$ cat src/nfc_pkg.sv
// Shared types, codes and constants for the notification fragmenter.
// Used by the divider, datapath, controller and top level; no dependencies.
package nfc_pkg;

  localparam int MAX_PAYLOAD = 512;
  localparam int ADDR_W      = $clog2(MAX_PAYLOAD);
  localparam logic [9:0] MAX_COUNT = 10'(MAX_PAYLOAD);

  localparam logic [9:0] CAP_MIN   = 10'd20;
  localparam logic [9:0] CAP_MAX   = 10'd514;
  localparam logic [9:0] CAP_RESET = 10'd20;
  localparam logic [9:0] HDR_BYTES = 10'd8;

  localparam logic [15:0] CRC_INIT = 16'hFFFF;
  localparam logic [15:0] CRC_POLY = 16'h1021;
  localparam logic [7:0]  HDR_VERSION = 8'd1;

  // chunk count divider
  localparam int DIV_W     = 10;
  localparam int DIV_CNT_W = $clog2(DIV_W);

  typedef enum logic [1:0] {
    FUNC_LOAD   = 2'd0,
    FUNC_PULL   = 2'd1,
    FUNC_CLR_ID = 2'd2,
    FUNC_NOP    = 2'd3
  } func_t;

  typedef enum logic [1:0] {
    STAT_OK      = 2'd0,
    STAT_EMPTY   = 2'd1,
    STAT_DROPPED = 2'd2
  } stat_t;

  typedef enum logic [3:0] {
    HP_VERSION = 4'd0,
    HP_MSG_ID  = 4'd1,
    HP_INDEX   = 4'd2,
    HP_COUNT   = 4'd3,
    HP_LEN_LO  = 4'd4,
    HP_LEN_HI  = 4'd5,
    HP_CRC_LO  = 4'd6,
    HP_CRC_HI  = 4'd7,
    HP_DONE    = 4'd8
  } hdr_pos_t;

  typedef enum logic [1:0] {
    ST_IDLE,
    ST_PULL,
    ST_SETUP,
    ST_DIV
  } state_t;

  typedef struct packed {
    logic load;
    logic clr_id;
    logic setup;
    logic pull;
  } ctrl_cmd_t;

  typedef struct packed {
    logic emit_pending;
    logic load_drops;
    logic frag_now;
    logic div_done;
    logic div_busy;
    logic out_free;
  } dp_stat_t;

  // CRC-16/CCITT-FALSE over one byte, MSB first
  function automatic logic [15:0] crc_byte(input logic [15:0] crc, input logic [7:0] b);
    logic [15:0] c;
    c = crc ^ {b, 8'h00};
    for (int k = 0; k < 8; k++) begin
      if (c[15]) begin
        c = {c[14:0], 1'b0} ^ CRC_POLY;
      end else begin
        c = {c[14:0], 1'b0};
      end
    end
    return c;
  endfunction

endpackage

$ cat src/nfc_divider.sv
// Restoring divider, one quotient bit per cycle, for the chunk count.
// Depends on nfc_pkg.
module nfc_divider (
  input  logic                      clk,
  input  logic                      rst,
  input  logic                      start,
  input  logic [nfc_pkg::DIV_W-1:0] dividend,
  input  logic [nfc_pkg::DIV_W-1:0] divisor,
  output logic                      busy,
  output logic                      done,
  output logic [nfc_pkg::DIV_W-1:0] quotient
);

  logic [nfc_pkg::DIV_W-1:0]     rem;
  logic [nfc_pkg::DIV_W-1:0]     dvs;
  logic [nfc_pkg::DIV_CNT_W-1:0] cnt;
  logic [nfc_pkg::DIV_W:0]       trial;
  logic [nfc_pkg::DIV_W:0]       diff;
  logic                          fits;

  assign trial = {rem, quotient[nfc_pkg::DIV_W-1]};
  assign diff  = trial - {1'b0, dvs};
  assign fits  = trial >= {1'b0, dvs};

  always_ff @(posedge clk) begin
    if (rst) begin
      busy <= 1'b0;
      done <= 1'b0;
      cnt  <= '0;
    end else begin
      done <= 1'b0;
      if (start) begin
        busy <= 1'b1;
        cnt  <= nfc_pkg::DIV_CNT_W'(nfc_pkg::DIV_W - 1);
      end else if (busy) begin
        if (cnt == '0) begin
          busy <= 1'b0;
          done <= 1'b1;
        end else begin
          cnt <= cnt - 1'b1;
        end
      end
    end
  end

  always_ff @(posedge clk) begin
    if (start) begin
      rem      <= '0;
      dvs      <= divisor;
      quotient <= dividend;
    end else if (busy) begin
      // remainder stays below the divisor, so the low bits hold it
      rem      <= fits ? diff[nfc_pkg::DIV_W-1:0] : trial[nfc_pkg::DIV_W-1:0];
      quotient <= {quotient[nfc_pkg::DIV_W-2:0], fits};
    end
  end

endmodule

$ cat src/nfc_datapath.sv
// Datapath: payload buffer, CRC, emission counters, header mux, output register.
// Depends on nfc_pkg and nfc_divider.
module nfc_datapath (
  input  logic               clk,
  input  logic               rst,
  input  nfc_pkg::ctrl_cmd_t cmd,
  output nfc_pkg::dp_stat_t  stat,
  input  logic [7:0]         load_data,
  input  logic               load_last,
  input  logic               cfg_valid,
  input  logic [9:0]         cfg_data,
  input  logic               m_tready,
  output logic               m_tvalid,
  output logic [7:0]         m_tdata,
  output logic [2:0]         m_tuser,
  output logic               m_tlast
);

  logic [7:0] store [nfc_pkg::MAX_PAYLOAD];
  logic [7:0] rdata;

  logic [9:0]        capacity;
  logic [9:0]        byte_count;
  logic [15:0]       running_crc;
  logic [7:0]        msg_counter;
  logic [5:0]        chunk_index;
  logic [5:0]        chunk_total;
  logic [9:0]        emit_offset;
  nfc_pkg::hdr_pos_t header_position;
  logic              emit_pending;
  logic              overflow_flag;
  logic              discarding;
  logic              fragmented;
  logic [9:0]        chunk_size;
  logic [9:0]        chunk_end;

  logic [9:0]  cap;
  logic        frag_now;
  logic [10:0] dividend_sum;
  logic [9:0]  quotient;
  logic        div_busy;
  logic        div_done;
  logic        store_we;
  logic        load_drops;
  logic        do_clear;

  logic [9:0]     eo_inc;
  logic           at_msg_end;
  logic           at_chunk_end;
  logic [7:0]     p_byte;
  nfc_pkg::stat_t p_stat;
  logic           p_fe;
  logic           p_me;
  logic           p_hdr;

  always_comb begin
    if (capacity < nfc_pkg::CAP_MIN) begin
      cap = nfc_pkg::CAP_MIN;
    end else if (capacity > nfc_pkg::CAP_MAX) begin
      cap = nfc_pkg::CAP_MAX;
    end else begin
      cap = capacity;
    end
  end

  assign frag_now     = byte_count > cap;
  // ceil(len / (cap - 8)) as floor((len + cap - 9) / (cap - 8))
  assign dividend_sum = 11'(byte_count) + 11'(cap) - 11'd9;

  nfc_divider u_div (
    .clk      (clk),
    .rst      (rst),
    .start    (cmd.setup && frag_now),
    .dividend (dividend_sum[9:0]),
    .divisor  (cap - nfc_pkg::HDR_BYTES),
    .busy     (div_busy),
    .done     (div_done),
    .quotient (quotient)
  );

  assign load_drops = discarding || (byte_count == nfc_pkg::MAX_COUNT);
  assign store_we   = cmd.load && !discarding && (byte_count < nfc_pkg::MAX_COUNT);

  assign eo_inc       = emit_offset + 10'd1;
  assign at_msg_end   = eo_inc >= byte_count;
  assign at_chunk_end = eo_inc >= chunk_end;

  always_comb begin
    p_byte = 8'd0;
    p_stat = nfc_pkg::STAT_OK;
    p_fe   = 1'b0;
    p_me   = 1'b0;
    p_hdr  = 1'b0;
    if (!emit_pending) begin
      p_stat = overflow_flag ? nfc_pkg::STAT_DROPPED : nfc_pkg::STAT_EMPTY;
    end else if (!fragmented) begin
      p_byte = rdata;
      p_fe   = at_msg_end;
      p_me   = at_msg_end;
    end else if (header_position != nfc_pkg::HP_DONE) begin
      p_hdr = 1'b1;
      unique case (header_position)
        nfc_pkg::HP_VERSION: p_byte = nfc_pkg::HDR_VERSION;
        nfc_pkg::HP_MSG_ID:  p_byte = msg_counter;
        nfc_pkg::HP_INDEX:   p_byte = {2'b00, chunk_index};
        nfc_pkg::HP_COUNT:   p_byte = {2'b00, chunk_total};
        nfc_pkg::HP_LEN_LO:  p_byte = byte_count[7:0];
        nfc_pkg::HP_LEN_HI:  p_byte = {6'd0, byte_count[9:8]};
        nfc_pkg::HP_CRC_LO:  p_byte = running_crc[7:0];
        nfc_pkg::HP_CRC_HI:  p_byte = running_crc[15:8];
        default:             p_byte = 8'd0;
      endcase
    end else begin
      p_byte = rdata;
      p_fe   = at_chunk_end || at_msg_end;
      p_me   = at_msg_end;
    end
  end

  assign do_clear = (cmd.load && load_last && load_drops) || (cmd.pull && p_me);

  // buffer: one write port for loads, one registered read at the emit offset
  always_ff @(posedge clk) begin
    if (store_we) begin
      store[byte_count[nfc_pkg::ADDR_W-1:0]] <= load_data;
    end
    rdata <= store[emit_offset[nfc_pkg::ADDR_W-1:0]];
  end

  always_ff @(posedge clk) begin
    if (cmd.pull) begin
      m_tdata <= p_byte;
      m_tuser <= {p_me, p_stat};
      m_tlast <= p_fe;
    end
  end

  always_ff @(posedge clk) begin
    if (rst) begin
      capacity        <= nfc_pkg::CAP_RESET;
      byte_count      <= '0;
      running_crc     <= nfc_pkg::CRC_INIT;
      msg_counter     <= '0;
      chunk_index     <= '0;
      chunk_total     <= '0;
      emit_offset     <= '0;
      header_position <= nfc_pkg::HP_VERSION;
      emit_pending    <= 1'b0;
      overflow_flag   <= 1'b0;
      discarding      <= 1'b0;
      fragmented      <= 1'b0;
      chunk_size      <= '0;
      chunk_end       <= '0;
      m_tvalid        <= 1'b0;
    end else begin
      if (cfg_valid) begin
        capacity <= cfg_data;
      end
      if (m_tready) begin
        m_tvalid <= 1'b0;
      end
      if (cmd.clr_id) begin
        msg_counter <= '0;
      end

      if (cmd.load) begin
        if (store_we) begin
          if (byte_count == '0) begin
            overflow_flag <= 1'b0;
          end
          running_crc <= nfc_pkg::crc_byte(running_crc, load_data);
          byte_count  <= byte_count + 10'd1;
        end else if (!discarding) begin
          discarding <= 1'b1;
        end
        if (load_last && load_drops) begin
          overflow_flag <= 1'b1;
        end
      end

      if (cmd.setup) begin
        emit_offset     <= '0;
        chunk_index     <= '0;
        header_position <= nfc_pkg::HP_VERSION;
        emit_pending    <= 1'b1;
        fragmented      <= frag_now;
        chunk_size      <= frag_now ? cap - nfc_pkg::HDR_BYTES : cap;
        chunk_end       <= frag_now ? cap - nfc_pkg::HDR_BYTES : cap;
        chunk_total     <= 6'd1;
      end
      if (div_done) begin
        chunk_total <= quotient[5:0];
      end

      if (cmd.pull) begin
        m_tvalid <= 1'b1;
        if (p_hdr) begin
          header_position <= nfc_pkg::hdr_pos_t'(header_position + 4'd1);
        end else if (emit_pending) begin
          emit_offset <= eo_inc;
          if (fragmented && p_fe) begin
            header_position <= nfc_pkg::HP_VERSION;
            chunk_index     <= chunk_index + 6'd1;
            chunk_end       <= chunk_end + chunk_size;
            if (p_me) begin
              msg_counter <= msg_counter + 8'd1;
            end
          end
        end
      end

      // drop of an oversized payload or end of message: start an empty load
      if (do_clear) begin
        byte_count      <= '0;
        running_crc     <= nfc_pkg::CRC_INIT;
        emit_offset     <= '0;
        chunk_index     <= '0;
        chunk_total     <= '0;
        header_position <= nfc_pkg::HP_VERSION;
        emit_pending    <= 1'b0;
        discarding      <= 1'b0;
        fragmented      <= 1'b0;
        chunk_size      <= '0;
        chunk_end       <= '0;
      end
    end
  end

  assign stat.emit_pending = emit_pending;
  assign stat.load_drops   = load_drops;
  assign stat.frag_now     = frag_now;
  assign stat.div_done     = div_done;
  assign stat.div_busy     = div_busy;
  assign stat.out_free     = !m_tvalid || m_tready;

endmodule

$ cat src/nfc_ctrl.sv
// Controller: input handshake, command decode and sequencing of setup,
// chunk count division and pulls. Depends on nfc_pkg.
module nfc_ctrl (
  input  logic               clk,
  input  logic               rst,
  input  logic               s_tvalid,
  output logic               s_tready,
  input  nfc_pkg::func_t     func,
  input  logic               load_last,
  input  nfc_pkg::dp_stat_t  stat,
  output nfc_pkg::ctrl_cmd_t cmd
);

  nfc_pkg::state_t state;
  nfc_pkg::state_t state_next;
  logic            accept;

  assign s_tready = (state == nfc_pkg::ST_IDLE);
  assign accept   = s_tvalid && s_tready;

  always_ff @(posedge clk) begin
    if (rst) begin
      state <= nfc_pkg::ST_IDLE;
    end else begin
      state <= state_next;
    end
  end

  always_comb begin
    state_next = state;
    cmd        = '0;
    unique case (state)
      nfc_pkg::ST_IDLE: begin
        if (accept) begin
          unique case (func)
            nfc_pkg::FUNC_LOAD: begin
              // loads during emission are ignored
              cmd.load = !stat.emit_pending;
              if (!stat.emit_pending && load_last && !stat.load_drops) begin
                state_next = nfc_pkg::ST_SETUP;
              end
            end
            nfc_pkg::FUNC_PULL:   state_next = nfc_pkg::ST_PULL;
            nfc_pkg::FUNC_CLR_ID: cmd.clr_id = 1'b1;
            nfc_pkg::FUNC_NOP:    state_next = nfc_pkg::ST_IDLE;
          endcase
        end
      end
      nfc_pkg::ST_PULL: begin
        // buffer read data is valid here; wait for room in the output register
        if (stat.out_free) begin
          cmd.pull   = 1'b1;
          state_next = nfc_pkg::ST_IDLE;
        end
      end
      nfc_pkg::ST_SETUP: begin
        cmd.setup  = 1'b1;
        state_next = stat.frag_now ? nfc_pkg::ST_DIV : nfc_pkg::ST_IDLE;
      end
      nfc_pkg::ST_DIV: begin
        if (stat.div_done) begin
          state_next = nfc_pkg::ST_IDLE;
        end
      end
    endcase
  end

endmodule

$ cat src/notify_fragmenter_crc16_unit.sv
// Payload fragmenter with CRC-16/CCITT-FALSE. A pull beat is accepted, then the
// buffer read moves into the output register once that register has room.
// After the final load beat the controller runs a setup step, then waits for the
// bit-serial chunk count divider when the payload is fragmented. Reset is
// synchronous and clears all control state; the payload buffer is not cleared
// and is read only where written.
module notify_fragmenter_crc16_unit (
  input  logic       clk,
  input  logic       rst,
  input  logic       cfg_valid,
  output logic       cfg_ready,
  input  logic [9:0] cfg_data,   // notify_capacity
  input  logic       s_tvalid,
  output logic       s_tready,
  input  logic [7:0] s_tdata,    // data_byte
  input  logic [1:0] s_tuser,    // func
  input  logic       s_tlast,    // last_byte
  output logic       m_tvalid,
  input  logic       m_tready,
  output logic [7:0] m_tdata,    // out_byte
  output logic [2:0] m_tuser,    // status[1:0], message_end[2]
  output logic       m_tlast     // frame_end
);

  nfc_pkg::ctrl_cmd_t cmd;
  nfc_pkg::dp_stat_t  stat;

  assign cfg_ready = 1'b1;

  nfc_ctrl u_ctrl (
    .clk       (clk),
    .rst       (rst),
    .s_tvalid  (s_tvalid),
    .s_tready  (s_tready),
    .func      (nfc_pkg::func_t'(s_tuser)),
    .load_last (s_tlast),
    .stat      (stat),
    .cmd       (cmd)
  );

  nfc_datapath u_dp (
    .clk       (clk),
    .rst       (rst),
    .cmd       (cmd),
    .stat      (stat),
    .load_data (s_tdata),
    .load_last (s_tlast),
    .cfg_valid (cfg_valid),
    .cfg_data  (cfg_data),
    .m_tready  (m_tready),
    .m_tvalid  (m_tvalid),
    .m_tdata   (m_tdata),
    .m_tuser   (m_tuser),
    .m_tlast   (m_tlast)
  );

  a_no_accept_div: assert property (@(posedge clk) disable iff (rst)
    stat.div_busy |-> !s_tready)
    else $error("input accepted while chunk count is computed");

  a_pull_result: assert property (@(posedge clk) disable iff (rst)
    cmd.pull |=> m_tvalid)
    else $error("pull gave no result beat");

  a_msg_end_frame: assert property (@(posedge clk) disable iff (rst)
    (m_tvalid && m_tuser[2]) |-> m_tlast)
    else $error("message end without frame end");

  a_empty_zero: assert property (@(posedge clk) disable iff (rst)
    (m_tvalid && (m_tuser[1:0] != nfc_pkg::STAT_OK)) |->
      (m_tdata == 8'd0 && !m_tlast && !m_tuser[2]))
    else $error("status beat carries data or end marks");

endmodule
$ cat config.mk
export PLATFORM = sky130hd
export DESIGN_NAME = notify_fragmenter_crc16_unit
export DESIGN_NICKNAME = d
export VERILOG_FILES = /design/src/nfc_pkg.sv /design/src/nfc_divider.sv /design/src/nfc_datapath.sv /design/src/nfc_ctrl.sv /design/src/notify_fragmenter_crc16_unit.sv
export SDC_FILE = /design/constraint.sdc
export NUM_CORES = 2
export LEC_CHECK = 0
export BUFFER_PORTS_ARGS = -buffer_cell sky130_fd_sc_hd__buf_4
export CAP_MARGIN = 30
export CORE_MARGIN = 1
export CORE_UTILIZATION = 35
export DETAILED_ROUTE_END_ITERATION = 10
export PLACE_DENSITY = 0.46
export RECOVER_POWER = 100
export SYNTH_ARGS = -nofsm -noshare
export SYNTH_HDL_FRONTEND = slang
export SYNTH_SLANG_ARGS = --single-unit
export TNS_END_PERCENT = 10
$ cat constraint.sdc
create_clock -name clk -period 4.7 [get_ports clk]
set_input_delay 0.235 -clock clk [delete_from_list [all_inputs] [get_ports clk]]
set_output_delay 0.235 -clock clk [all_outputs]
set_load 0.1 [all_outputs]
Word-level counts from Yosys, hierarchy flattened
Memory sizes are Yosys's and may differ from the RTL's. A register that Yosys moved wholly into a read port is not among the register bits.
Index checks and enable logic that the tools add are counted.
W data, S select, Z words.

operators by class
  $lt $le $gt $ge = 7
  reduce and logical (&&, ||, !) cells = 38
  equality and inequality tests = 21
  mux-type cells = 103
  bitwise operators = 12
  $add $sub $neg = 11

operators with widths
  cell                     number
  $mux W16                 21
  $mux W10                 15
  $mux W13                 8
  $mux W8                  8
  $pmux W8 S8              1
  $mux W6                  7
  $mux W4                  8
  $mux W1                  25
  $not A3 Y3               8
  $add A10 B1 Y10 const B  2
  $add A10 B10 Y10         2
  $ge A10 B10 Y1           2
  $sub A10 B4 Y10 const B  2
  $eq A4 B3 Y1 const B     4
  $mux W2                  8
  $xor A16 B16 Y16         1
  $ge A11 B10 Y1           1
  $logic_and A1 B1 Y1      11
  $eq A10 B10 Y1 const B   1
  $gt A10 B10 Y1           1
  $gt A10 B10 Y1 const B   1
  $logic_not A10 Y1        1
  $lt A10 B10 Y1 const B   1
  $lt A10 B5 Y1 const B    1
  other kinds (26)         52

word-level totals
  memories = 1
  RAM bits = 4096
  register bits = 145
  input bits = 26

memory list
  memory      words  width  read ports  clocked after Yosys merged registers in  write ports  line                source
  u_dp.store  512    8      1           1                                        1            nfc_datapath.sv:19  logic [7:0] store [nfc_pkg::MAX_PAYLOAD];

Longest topological paths before layout
  depth after elaboration = 41
  depth in mapped cells = 22
  mapped depth without buffers = 20

Hierarchy
From an unflattened synthesis, not the netlist that was laid out.

second synthesis, totals
  cells, all modules = 8568
  area total of the unflattened synthesis = 167767.2 um^2

by module, submodules not included
  module                        times used  cells an instance  area each (um^2)
  nfc_datapath                  1           8370               165653.9
  nfc_divider                   1           176                1911.8
  nfc_ctrl                      1           20                 190.2
  notify_fragmenter_crc16_unit  1           2                  11.3

Worst setup path before layout
No wires, ideal clock.

  kind = register -> register
  start = register u_dp.emit_offset[3]
  end = register u_dp.chunk_end[2]
  data arrival time = 3943 ps
  clock period less this slack = 4034 ps
  setup slack = 666 ps
  buffers on the path = 6
  cell stages (with the launch flop) = 19
  cells stage by stage = dfxtp_1 > and2_1 > clkbuf_1 > buf_2 > clkbuf_1 > buf_1 > nand2_1 > nor3_1 > xor2_1 > ha_1 > a2111o_1 > nor2_1 > o211ai_1 > and3_1 > clkbuf_1 > o21ai_0 > clkbuf_1 > nor2_1 > a311oi_1

between the ends
  elaborated cells on any way between the ends = 18
  those cells by class = 1 x add/sub; 2 x order compare; 10 x mux; 5 x reduce/logical

RTL lines
  item                                   line                 source
  start: declaration                     nfc_datapath.sv:28   logic [9:0] emit_offset;
  start signal: assignment               nfc_datapath.sv:200  emit_offset <= eo_inc;
  $add A10 B1 Y10 (*)                    nfc_datapath.sv:84   assign eo_inc = emit_offset + 10'd1;
  $ge A10 B10 Y1 (*)                     nfc_datapath.sv:85   assign at_msg_end = eo_inc >= byte_count;
  $mux W1                                nfc_datapath.sv:100  end else if (header_position != nfc_pkg::HP_DONE) begin
  $mux W1 (*)                            nfc_datapath.sv:96   end else if (!fragmented) begin
  $mux W1 (*)                            nfc_datapath.sv:94   if (!emit_pending) begin
  named net u_dp.p_me                    nfc_datapath.sv:53   logic p_me;
  $logic_and A1 B1 Y1 (*)                nfc_datapath.sv:120  assign do_clear = (cmd.load && load_last && load_drops) || (cmd.pull && p_me);
  $logic_or A1 B1 Y1 (*)                 nfc_datapath.sv:120
  $reduce_or A2 Y1 (no source line) (*)  -
  end signal: assignment                 nfc_datapath.sv:188  chunk_end <= frag_now ? cap - nfc_pkg::HDR_BYTES : cap;
  end signal: assignment                 nfc_datapath.sv:204  chunk_end <= chunk_end + chunk_size;
  end: declaration                       nfc_datapath.sv:35   logic [9:0] chunk_end;

Mark *: on every way through the listed nets, which the timed path passes. The rest lies on a longest branch.
A chain may end at the register's enable or synchronous reset.

Worst setup path after layout
  start = register u_dp.byte_count[0]
  end = memory u_dp.store[383][4] (enable)

between the ends
  cells in the longest elaborated chain, start to end = 4

RTL lines
  item                           line                 source
  start: declaration             nfc_datapath.sv:23   logic [9:0] byte_count;
  start signal: assignment       nfc_datapath.sv:172  byte_count <= byte_count + 10'd1;
  $lt A10 B10 Y1                 nfc_datapath.sv:82   assign store_we = cmd.load && !discarding && (byte_count < nfc_pkg::MAX_COUNT);
  $logic_and A1 B1 Y1            nfc_datapath.sv:82
  $mux W1                        nfc_datapath.sv:124  if (store_we) begin
  $mux W1 (implied by the code)  nfc_datapath.sv:125  store[byte_count[nfc_pkg::ADDR_W-1:0]] <= load_data;
  end: declaration               nfc_datapath.sv:19

Several ways; a longest one is shown, not always the timed one.

==> impl_metrics.ini <==
[timing]
finalMaxSlewViolations = 2837
rsz0062_at_grt = no
fin_crit_sh_pct = 102
relSlewSlack_pct = -183
setup_ws_ns = -0.0761
layout_min_cycle_time_ns = 4.78
fin_skew_ns = 0.0902
setup_viol = 9
tns_ns = -0.582
fmax_ghz = 0.209
finalHoldViolCount = 0
worst_slew_pin_slew_ns = 4.25

[power_and_ir_drop]
switching_share_pct = 20.7
power_density_nw_per_um2 = 411
pwr-share-clk_pct = 45.0
total_power_mw = 79.1
internal-power_mw = 62.7
switchingPower_mw = 16.4
pwr-share-comb_pct = 2.2
power_leakage_nw = 58.4
seq_power_share_pct = 52.8
vdd_drop_max_uv = 306

[global_routing]
grt.busiest_layer = met2
grt_usage_pct = 20.7
grt_pass1_vias = 88100
use_met3_pct = 2.99
met2_usage_pct = 33.1
grt_max_degree = 154
grt_pass1_wl_microns = 708000
grt_overflow = 0
antenna_found_initial = 39
use_met1_pct = 29.8

[worst_setup_path]
r2r_slack_ns = -0.08
path_max_fanout = 14
r2r-start = u_dp.byte_count[0]$_SDFFE_PP0P_
start_kind = flip-flop
reg2reg_depth = 4
worstPathArrival_ns = 5.41
end_kind = flip-flop
worstReg2RegEnd = u_dp.store[383][4]$_DFFE_PP_
critical_path.cell_chain = ha_1, nand3_2, clkbuf_2, nor2_1
critPathSlowestCell = nor2_1
crit_type = reg2reg
cp.required_ns = 5.34
crit_path_start = u_dp.byte_count[0]$_SDFFE_PP0P_
critPathMaxStageDelay_ns = 1.10
crit_end = u_dp.store[383][4]$_DFFE_PP_

[die]
rows = 253
core_sq_um = 475000
start_util_pct = 35.2
die_w_microns = 693
die_area_sq_um = 481000
fp.dieH_microns = 693
io_pins = 41

[logic_synthesis]
ys_seq_area_share_pct = 75.6
synthTopCellsByArea = edfxtp_1 (74%), mux4_2 (12%), mux2i_1 (2.8%)
synth_top_area_cell = edfxtp_1
yosys_warnings = 0
ys_seq_elements = 4249
yosysTopAreaCellShare_pct = 74.1
syn_area_per_cell_sq_um = 19.6
synth_top_flop_cell = edfxtp_1
synthDistinctLibCells = 71
ys_async_sr_fraction_pct = 0
synth_edf_count = 4128
synth_nets = 8633
synthCells = 8525
syn_area_sq_um = 167000

[place]
gp_congestion = 0.810
portBuffers = 39
post_dp_cell_area_sq_um = 178000
hpwl_microns = 312000

[layout]
finish.instance_area_sq_um = 192000
nNetsFinal = 9164
mostFrequentLayoutCell = edfxtp_1
final_cell_mix = edfxtp_1 (4128), mux4_2 (893), nor2_1 (640), mux2i_1 (469), clkbuf_16 (459)
drive_above_1_share_pct = 20.9
areaGrowthSynthToFinish_pct = 15.1

[clock_network]
clkSinkCount = 4249
cts.clk_slew.worst_paths_ns = 0.06
numCtsBuffers = 452
cts_tree = done
cts-root-buf = clkbuf_16
clock_path_buffers = 4
clock_latency_ns = 1.04
htreeDepth = 5

[job]
cap_violations = 33

[route]
drt_wl_total_microns = 507000
first_iter_violations = 8981
post_drt_wl_per_cell_microns = 32.1
num_vias = 86800
drc = 0
viasPerCell = 5.49
firstDrtPassIters = 6
ant_nets = 0

[worst_hold_path]
hp-start = cfg_valid
hold_class = in2reg

[outcome]
violations = max-capacitance violations, max-slew violations, negative setup slack
status = finished with violations
[area by class of cell]
class / count / area, sq um
Clock buffer: 560 / 12000
Timing Repair Buffer: 608 / 4990
Clock inverter: 267 / 2730
Tap cell: 6375 / 7980
Fill cell: 42400 / 283000
Antenna cell: 7 / 17.5
Multi-Input combinational cell: 3674 / 38100
Sequential cell: 4249 / 126000
Inverter: 71 / 277
[timing repair]
action                     4_1_cts  5_1_grt
setup endpoints to repair        4        2
buffers inserted                 1        0
hold buffers                    57        0
resized for setup                1        1
pin swaps                        0        1
hold endpoints to repair       669        0
[through the flow]
stage | instances | util (%) | hold slack [ns] | setup WS [ns]
2_1_floorplan | 8525 | - | 0.334 | 0.666
3_3_place_gp | 14900 | 37.4 | 0.446 | -0.619
3_5_place_dp | 14900 | 37.5 | 0.448 | -0.131
4_1_cts | 15800 | 40.7 | 0.0295 | 0.00599
5_1_grt | 15800 | 40.5 | 0.121 | 0.0211
6_report | 15800 | 40.5 | 0.135 | -0.0761
[registers in the layout, indices dropped and copies added, names as in the netlist, 3 cells and up]
name and count:
u_dp.rdata 8, u_dp.chunk_index 6, u_dp.capacity 10, u_dp.u_div.cnt 4, u_dp.u_div.rem 10, u_dp.running_crc 16, u_dp.emit_offset 10, u_dp.msg_counter 8
u_dp.store 4096, u_dp.u_div.quotient 10, u_dp.m_tdata 8, u_dp.chunk_total 6, u_dp.u_div.dvs 10, u_dp.m_tuser 3, u_dp.header_position 4, u_dp.chunk_size 10
u_dp.byte_count 10, u_dp.chunk_end 10
[synthesized netlist by cell type (20+ instances only)]
cell       number
buf_2         160
nor2_1        647
mux2i_1       469
xnor2_1        47
inv_1          67
nand2_1       295
ha_1           79
buf_4          68
buf_1          37
o221ai_1      102
o22ai_1        82
nor3_1         62
a22o_1         43
xor2_1         24
buf_6          31
nand4_1        20
a2111oi_0      25
o211ai_1       26
dfxtp_1       121
a31oi_1        21
clkbuf_1      234
a21oi_1       237
a22oi_1        50
edfxtp_1     4128
nand3_1        69
mux4_2        893
a221oi_1       43
o21ai_0       175
a211oi_1       64
[power by group through the flow]
stage | clock network, mW | logic (mW) | registers (mW)
floorplan | 0 | 0.736 | 42.5
global placement | 0 | 1.76 | 42.5
detailed placement | 0 | 1.81 | 42.5
CTS | 36.3 | 1.85 | 41.7
global route | 37.6 | 1.94 | 41.8
finish | 35.6 | 1.78 | 41.8
[worst max-delay path: cells and delay by family (launching register included)]
kind                     cells  cell delay [ns]
flip-flops                   1             0.59
adder cells (fa/ha/maj)      1             0.56
buffers and inverters        1             1.03
AND/OR/NAND/NOR              2             2.18
[logic make-up after synthesis]
family	synth area share, %
adder cells (fa/ha/maj)	0.627
AND/OR/NAND/NOR	2.93
multiplexers	14.9
buffers and inverters	1.77
AO/OA/AOI/OAI	3.87
other	0.00224
XOR/XNOR	0.372
flip-flops	75.6
[metal layers]
layer,share of wire (%),routed length [microns]
met3,6.3,31800
met2,47,239000
met1,44,222000
met4,2.8,14300
met5,0.0091,46
[how the worst min path moves through the flow]
stage          slack (ns)  cells past startpoint                              end
3_3_place_gp         0.45                      2  u_dp.chunk_size[2]$_SDFFE_PP0P_
5_1_grt              0.12                      3    u_dp.capacity[2]$_SDFFE_PP1P_
4_1_cts              0.03                      3    u_dp.capacity[4]$_SDFFE_PP1P_
3_5_place_dp         0.45                      2    u_dp.capacity[4]$_SDFFE_PP1P_
6_report             0.14                      3    u_dp.capacity[2]$_SDFFE_PP1P_
2_1_floorplan        0.33                      0       u_dp.store[0][0]$_DFFE_PP_
Power figures use the tool's default switching activity.
